**src/hdl/smct_pkg.sv**
```systemverilog
// Shared types, constants and AES helper functions for the secure-messaging MAC block.
package smct_pkg;

	typedef struct packed {
		logic       first_item;
		logic [7:0] command_code;
		logic [7:0] body_byte;
		logic       byte_present;
		logic       last_item;
	} smct_in_t;

	typedef struct packed {
		logic [63:0] mac_short;
		logic        too_long;
	} smct_out_t;

	typedef struct packed {
		logic [127:0] key;
		logic [31:0]  transaction_id;
		logic [15:0]  command_counter;
	} smct_cfg_t;

	localparam int CFG_IDX_W = 8;
	localparam logic [CFG_IDX_W-1:0] CFG_KEY_HIGH        = 8'd0;
	localparam logic [CFG_IDX_W-1:0] CFG_KEY_LOW         = 8'd1;
	localparam logic [CFG_IDX_W-1:0] CFG_TRANSACTION_ID  = 8'd2;
	localparam logic [CFG_IDX_W-1:0] CFG_COMMAND_COUNTER = 8'd3;

	localparam logic [7:0] PAD_BYTE    = 8'h80;
	localparam logic [7:0] CMAC_RB     = 8'h87;
	localparam logic [7:0] AES_POLY    = 8'h1b;
	localparam logic [7:0] RCON_FIRST  = 8'h01;
	localparam logic [3:0] AES_ROUNDS  = 4'd10;

	localparam logic [7:0] SBOX [0:255] = '{
		8'h63,8'h7c,8'h77,8'h7b,8'hf2,8'h6b,8'h6f,8'hc5,8'h30,8'h01,8'h67,8'h2b,8'hfe,8'hd7,8'hab,8'h76,
		8'hca,8'h82,8'hc9,8'h7d,8'hfa,8'h59,8'h47,8'hf0,8'had,8'hd4,8'ha2,8'haf,8'h9c,8'ha4,8'h72,8'hc0,
		8'hb7,8'hfd,8'h93,8'h26,8'h36,8'h3f,8'hf7,8'hcc,8'h34,8'ha5,8'he5,8'hf1,8'h71,8'hd8,8'h31,8'h15,
		8'h04,8'hc7,8'h23,8'hc3,8'h18,8'h96,8'h05,8'h9a,8'h07,8'h12,8'h80,8'he2,8'heb,8'h27,8'hb2,8'h75,
		8'h09,8'h83,8'h2c,8'h1a,8'h1b,8'h6e,8'h5a,8'ha0,8'h52,8'h3b,8'hd6,8'hb3,8'h29,8'he3,8'h2f,8'h84,
		8'h53,8'hd1,8'h00,8'hed,8'h20,8'hfc,8'hb1,8'h5b,8'h6a,8'hcb,8'hbe,8'h39,8'h4a,8'h4c,8'h58,8'hcf,
		8'hd0,8'hef,8'haa,8'hfb,8'h43,8'h4d,8'h33,8'h85,8'h45,8'hf9,8'h02,8'h7f,8'h50,8'h3c,8'h9f,8'ha8,
		8'h51,8'ha3,8'h40,8'h8f,8'h92,8'h9d,8'h38,8'hf5,8'hbc,8'hb6,8'hda,8'h21,8'h10,8'hff,8'hf3,8'hd2,
		8'hcd,8'h0c,8'h13,8'hec,8'h5f,8'h97,8'h44,8'h17,8'hc4,8'ha7,8'h7e,8'h3d,8'h64,8'h5d,8'h19,8'h73,
		8'h60,8'h81,8'h4f,8'hdc,8'h22,8'h2a,8'h90,8'h88,8'h46,8'hee,8'hb8,8'h14,8'hde,8'h5e,8'h0b,8'hdb,
		8'he0,8'h32,8'h3a,8'h0a,8'h49,8'h06,8'h24,8'h5c,8'hc2,8'hd3,8'hac,8'h62,8'h91,8'h95,8'he4,8'h79,
		8'he7,8'hc8,8'h37,8'h6d,8'h8d,8'hd5,8'h4e,8'ha9,8'h6c,8'h56,8'hf4,8'hea,8'h65,8'h7a,8'hae,8'h08,
		8'hba,8'h78,8'h25,8'h2e,8'h1c,8'ha6,8'hb4,8'hc6,8'he8,8'hdd,8'h74,8'h1f,8'h4b,8'hbd,8'h8b,8'h8a,
		8'h70,8'h3e,8'hb5,8'h66,8'h48,8'h03,8'hf6,8'h0e,8'h61,8'h35,8'h57,8'hb9,8'h86,8'hc1,8'h1d,8'h9e,
		8'he1,8'hf8,8'h98,8'h11,8'h69,8'hd9,8'h8e,8'h94,8'h9b,8'h1e,8'h87,8'he9,8'hce,8'h55,8'h28,8'hdf,
		8'h8c,8'ha1,8'h89,8'h0d,8'hbf,8'he6,8'h42,8'h68,8'h41,8'h99,8'h2d,8'h0f,8'hb0,8'h54,8'hbb,8'h16
	};

	function automatic logic [7:0] xt(input logic [7:0] a);
		return {a[6:0], 1'b0} ^ (a[7] ? AES_POLY : 8'h00);
	endfunction

	// Byte 0 of a block sits in the top bits.
	function automatic logic [7:0] get_byte(input logic [127:0] v, input int i);
		return v[8*(15-i) +: 8];
	endfunction

	function automatic logic [127:0] set_byte(input logic [127:0] v, input logic [3:0] idx,
			input logic [7:0] b);
		logic [127:0] r;
		r = v;
		for (int i = 0; i < 16; i++) begin
			if (idx == 4'(i)) begin
				r[8*(15-i) +: 8] = b;
			end
		end
		return r;
	endfunction

	function automatic logic [127:0] aes_round(input logic [127:0] s, input logic last);
		logic [7:0]   t [0:15];
		logic [7:0]   a0, a1, a2, a3, x;
		logic [127:0] r;
		for (int c = 0; c < 4; c++) begin
			for (int j = 0; j < 4; j++) begin
				t[j+4*c] = SBOX[get_byte(s, j + 4*((c+j) % 4))];
			end
		end
		if (!last) begin
			for (int c = 0; c < 4; c++) begin
				a0 = t[4*c];
				a1 = t[4*c+1];
				a2 = t[4*c+2];
				a3 = t[4*c+3];
				x = a0 ^ a1 ^ a2 ^ a3;
				t[4*c]   = a0 ^ x ^ xt(a0 ^ a1);
				t[4*c+1] = a1 ^ x ^ xt(a1 ^ a2);
				t[4*c+2] = a2 ^ x ^ xt(a2 ^ a3);
				t[4*c+3] = a3 ^ x ^ xt(a3 ^ a0);
			end
		end
		for (int i = 0; i < 16; i++) begin
			r[8*(15-i) +: 8] = t[i];
		end
		return r;
	endfunction

	function automatic logic [127:0] key_next(input logic [127:0] rk, input logic [7:0] rc);
		logic [31:0] w, w0, w1, w2, w3;
		w = {SBOX[rk[23:16]] ^ rc, SBOX[rk[15:8]], SBOX[rk[7:0]], SBOX[rk[31:24]]};
		w0 = rk[127:96] ^ w;
		w1 = rk[95:64] ^ w0;
		w2 = rk[63:32] ^ w1;
		w3 = rk[31:0] ^ w2;
		return {w0, w1, w2, w3};
	endfunction

	function automatic logic [127:0] gf_dbl(input logic [127:0] v);
		return {v[126:0], 1'b0} ^ (v[127] ? {120'd0, CMAC_RB} : 128'd0);
	endfunction

endpackage

```
**src/hdl/smct_front.sv**
```systemverilog
// Input side: accepts items and holds them in a two-entry queue for the sequencer.
module smct_front (
	input  logic               clk,
	input  logic               arst_n,
	input  logic               in_valid,
	output logic               in_stall,
	input  smct_pkg::smct_in_t in_data,
	output logic               q_valid,
	input  logic               q_pop,
	output smct_pkg::smct_in_t q_data
);
	import smct_pkg::*;

	smct_in_t   mem_q [0:1];
	logic       wr_ptr_q, rd_ptr_q;
	logic [1:0] count_q;
	logic       push;

	assign in_stall = (count_q == 2'd2);
	assign push     = in_valid && !in_stall;
	assign q_valid  = (count_q != 2'd0);
	assign q_data   = mem_q[rd_ptr_q];

	always_ff @(posedge clk) begin
		if (push) begin
			mem_q[wr_ptr_q] <= in_data;
		end
	end

	always_ff @(posedge clk or negedge arst_n) begin
		if (!arst_n) begin
			wr_ptr_q <= 1'b0;
			rd_ptr_q <= 1'b0;
			count_q  <= 2'd0;
		end else begin
			if (push) begin
				wr_ptr_q <= ~wr_ptr_q;
			end
			if (q_pop) begin
				rd_ptr_q <= ~rd_ptr_q;
			end
			count_q <= count_q + {1'b0, push} - {1'b0, q_pop};
		end
	end

endmodule

```
**config.mk**
```make
export PLATFORM = sky130hd
export DESIGN_NAME = smct_front
export DESIGN_NICKNAME = d
export VERILOG_FILES = /design/src/hdl/smct_pkg.sv /design/src/hdl/smct_front.sv
export SDC_FILE = /design/constraint.sdc
export NUM_CORES = 1
export LEC_CHECK = 0
export BUFFER_PORTS_ARGS = -buffer_cell sky130_fd_sc_hd__buf_4
export CAP_MARGIN = 20
export CORE_ASPECT_RATIO = 0.8
export CORE_MARGIN = 1
export CORE_UTILIZATION = 41
export DETAILED_ROUTE_END_ITERATION = 16
export HOLD_SLACK_MARGIN = 0.06
export PLACE_DENSITY = 0.62
export SYNTH_ARGS = -nofsm -noshare
export SYNTH_HDL_FRONTEND = slang
export SYNTH_SLANG_ARGS = --single-unit
export TNS_END_PERCENT = 1
```
**constraint.sdc**
```tcl
create_clock -name clk -period 2.4 [get_ports clk]
set_input_delay 0.48 -clock clk [delete_from_list [all_inputs] [get_ports clk]]
set_output_delay 0.48 -clock clk [all_outputs]
set_load 0.02 [all_outputs]
```
==> impl_results.md <==
- Status: finished, final reports clean
- Final period util: 80.82%
- Routed Antenna Nets: 0
- Switching Share: 30.95%
- Top post-synthesis cells by area: edfxtp_1, mux2_4, dfrtp_1
- Hold EP: mem_q[0][9]$_DFFE_PP_
- GR Util met2: 20.83%
- WL/cell: 12.59 µm
- Portion of netlist area occupied by mux cells: 17.36%
- Initial Util: 42.91%
- Register area share after synthesis: 75.55%
- Post-route cell area: 0.002138 mm²
- Initial antenna violation count: 0
- CP peak stage delay: 0.34 ns
- Most common cell on crit path: buf_4
- Share of layout cells above drive strength 1: 57.36%
- Top_reg_cell synth: edfxtp_1
- Sum Neg Setup Slack: 0 ns
- Gr usage total: 11.94%
- CTS tree: done
- DP Wirelength: 1.590 mm
- Crit path cell chain: buf_4 > mux2_4 > buf_4
- Most frequent cell after synthesis: edfxtp_1
- Area grow syn2layout: 30.16%
- Worst r2r src: count_q[1]$_DFF_PN0_
- Async SR Flop Fraction: 9.524%
- FMAX: 515.5 MHz
- Worst hold path class: in -> reg
- Via density: 4.337
- Drt total wl: 2.317 mm
- Placed instance area: 0.002037 mm²
- Share of the synthesized area in the top cell type: 69.46%
- Die Ht: 58.62 µm
- Pwr per Cell Area: 1204 mW/mm²
- PortBufs: 43
- CTS clock-pin slew for the worst setup and hold paths: 0.07 ns
- Critical path launch point type: flip-flop
- Synth warnings: 0
- Met3 usage: 4.110%
- WP buf/inv: 2
- Core area: 0.003829 mm²
- Initial DRC Count: 31
- DR pass1 iterations: 4
- Met1 GRT Util: 12.80%
- Final setup vio count: 0
- Diode count: 0
- Synth Area in Simple Gates: 1.599%
- Worst-Skew Late Latency: 0.28 ns
- Fin nets: 153
- Post-CTS sizing: 0
- Residual DRC: 0
- Psw: 0.0007967 W
- Overall Power: 0.002574 W
- Vias in the first global route: 809
- Syn avg cell area: 21.62 µm²
- Final hold violations: 0
- Adder-Cell Fraction of Synth Area: 1.523%
- Root Driver: clkbuf_8
- Final Skew: 0.004622 ns
- Period minus WS final: 1.940 ns
- Lkg Pwr: 0.8834 nW
- Commonest cells in the synthesized netlist: edfxtp_1, mux2_4, dfrtp_1
- Mapped Cells: 76
- Clock Sinks: 42
- Crit path max fanout: 20
- Clock Path Buffers: 2
- Critical path type: reg -> out
- Num CTS Buffers: 5
- R2R Path End: mem_q[0][4]$_DFFE_PP_
- Slew HR: 75.46%
- Busiest grt layer: met2
- Final Max Tran Viols: 0
- Hold WS: 0.3781 ns
- Vias: 798
- CP Capture Type: primary output
- Compound-Gate Fraction of Synth Area: 0%
- Pre-CTS setup slack: 0.7570 ns
- Worst Max-Slew Pin Slew: 0.3677 ns
- Die Wd: 72.77 µm
- Rows: 20
- Hold path startpoint: in_data[9]
- Grt total ovfl: 0
- Num ports: 44
- Synth cell types: 13
- WP data required: 1.92 ns
- R2r worst-path depth: 4
- Max-Cap Viols: 0
- Critical Path Stages: 3
- Cell Int Power: 0.001777 W
- Largest family of logic cells by synthesized area: multiplexers
- #FFs+latches synth: 42
- First-pass GRT wire length: 3.601 mm
- Full die area: 0.004265 mm²
- Power share of the clock group: 17.3%
- Largest area contributor in the netlist: edfxtp_1
- Sequential share of power: 41.3%
- Pin count of the biggest net entering global routing: 21
- Critical-path top delay cell: buf_4
- Worst reg2reg setup slack: 0.83 ns
- Synthesized cell area: 0.001643 mm²
- Buffers inserted by post-CTS timing repair: 0
- Xor/xnor share of the synthesized area: 2.133%
- RSZ-0062 raised after global routing: no
- Worst setup margin: 0.4602 ns
- H-tree Lvls: 2
- RePlAce Congestion: 0.6265
- WHS Path Cells: 1
- Crit path DAT: 1.46 ns
- Post-synth EDFFs: 38
- Combinational share of power: 41.4%
- Top delay family on crit path: buffers and inverters
- Syn nets: 101
- Peak supply drop: 0.0008660 V
==> routing by layer <==
metal / vias up / share of wire [%] / wire length, µm
met4: 0 / 0.82 / 19
met5: - / 0 / 0
met2: 19 / 51 / 1182
li1: 389 / - / -
met3: 2 / 4.9 / 113
met1: 388 / 43 / 1002
==> worst max-delay path by stage <==
stage / startpoint / endpoint / slack [ns]
2_1_floorplan: count_q[1]$_DFF_PN0_ / mem_q[0][0]$_DFFE_PP_ / 0.60
3_3_place_gp: rd_ptr_q$_DFFE_PN0P_ / q_data[16] / 0.77
3_5_place_dp: rd_ptr_q$_DFFE_PN0P_ / q_data[8] / 0.76
4_1_cts: rd_ptr_q$_DFFE_PN0P_ / q_data[8] / 0.44
5_1_grt: rd_ptr_q$_DFFE_PN0P_ / q_data[5] / 0.40
6_report: rd_ptr_q$_DFFE_PN0P_ / q_data[16] / 0.46
==> sequential cells by signal, indices dropped and copies added (netlist names) <==
name,count
wr_ptr_q,1
count_q,2
mem_q,38
rd_ptr_q,1
==> cells in the final DEF (no fill, tap or decap) <==
cell type and n:
nand2_1 1, clkinv_2 1, xor2_1 1, dfrtp_1 4, and3_1 1, inv_1 2
dlygate4sd3_1 1, buf_4 46, nor2_2 1, clkbuf_1 1, ha_1 2, edfxtp_1 38
or2_2 1, xnor2_1 3, nand2b_1 1, mux2_4 19, clkbuf_8 6
==> cells by family (layout without fill, tap and decap cells) <==
logic type / Yosys count / after routing
xor gates and xnor gates: 4 / 4
adders and majority gates: 2 / 2
buffers and inverters: 4 / 57
DFF: 42 / 42
muxes: 19 / 19
and+or+nand+nor: 5 / 5
==> worst register-to-register path, delay by kind of cell (launching register included) <==
family                 cells  cell delay, ns
DFF                        1            0.42
and+or+nand+nor            3            0.56
buffers and inverters      1            0.29
==> layout make-up <==
type | instances | area [µm²]
clock buffers | 7 | 86.33
clock inverters | 1 | 5.005
fillers | 304 | 1690
inverters | 2 | 7.507
multi-input cells | 30 | 374.1
flip-flops and latches | 42 | 1241
well taps | 55 | 68.82
repair buffers | 47 | 355.3
==> power groups by stage <==
| stage | registers, W | logic [W] | clock network [W] |
|---|---|---|---|
| 6_report | 0.00106 | 0.00107 | 0.000446 |
| 5_1_grt | 0.00108 | 0.00113 | 0.000494 |
| 4_1_cts | 0.00107 | 0.00109 | 0.000463 |
| 3_5_place_dp | 0.00108 | 0.00109 | 0 |
| 3_3_place_gp | 0.00107 | 0.00107 | 0 |
| 2_1_floorplan | 0.00107 | 0.000742 | 0 |
==> per-stage QoR <==
stage	cells	utilization [%]
2_1_floorplan	76	-
3_3_place_gp	175	53.20
3_5_place_dp	175	53.20
4_1_cts	184	55.85
5_1_grt	184	55.85
6_report	184	55.85
==> what timing repair did <==
item,CTS,global route
hold buffers,1,0
hold endpoints to repair,4,0
endpoints found under the setup margin,0,0
No activity file was read; power rests on OpenSTA's default activity.
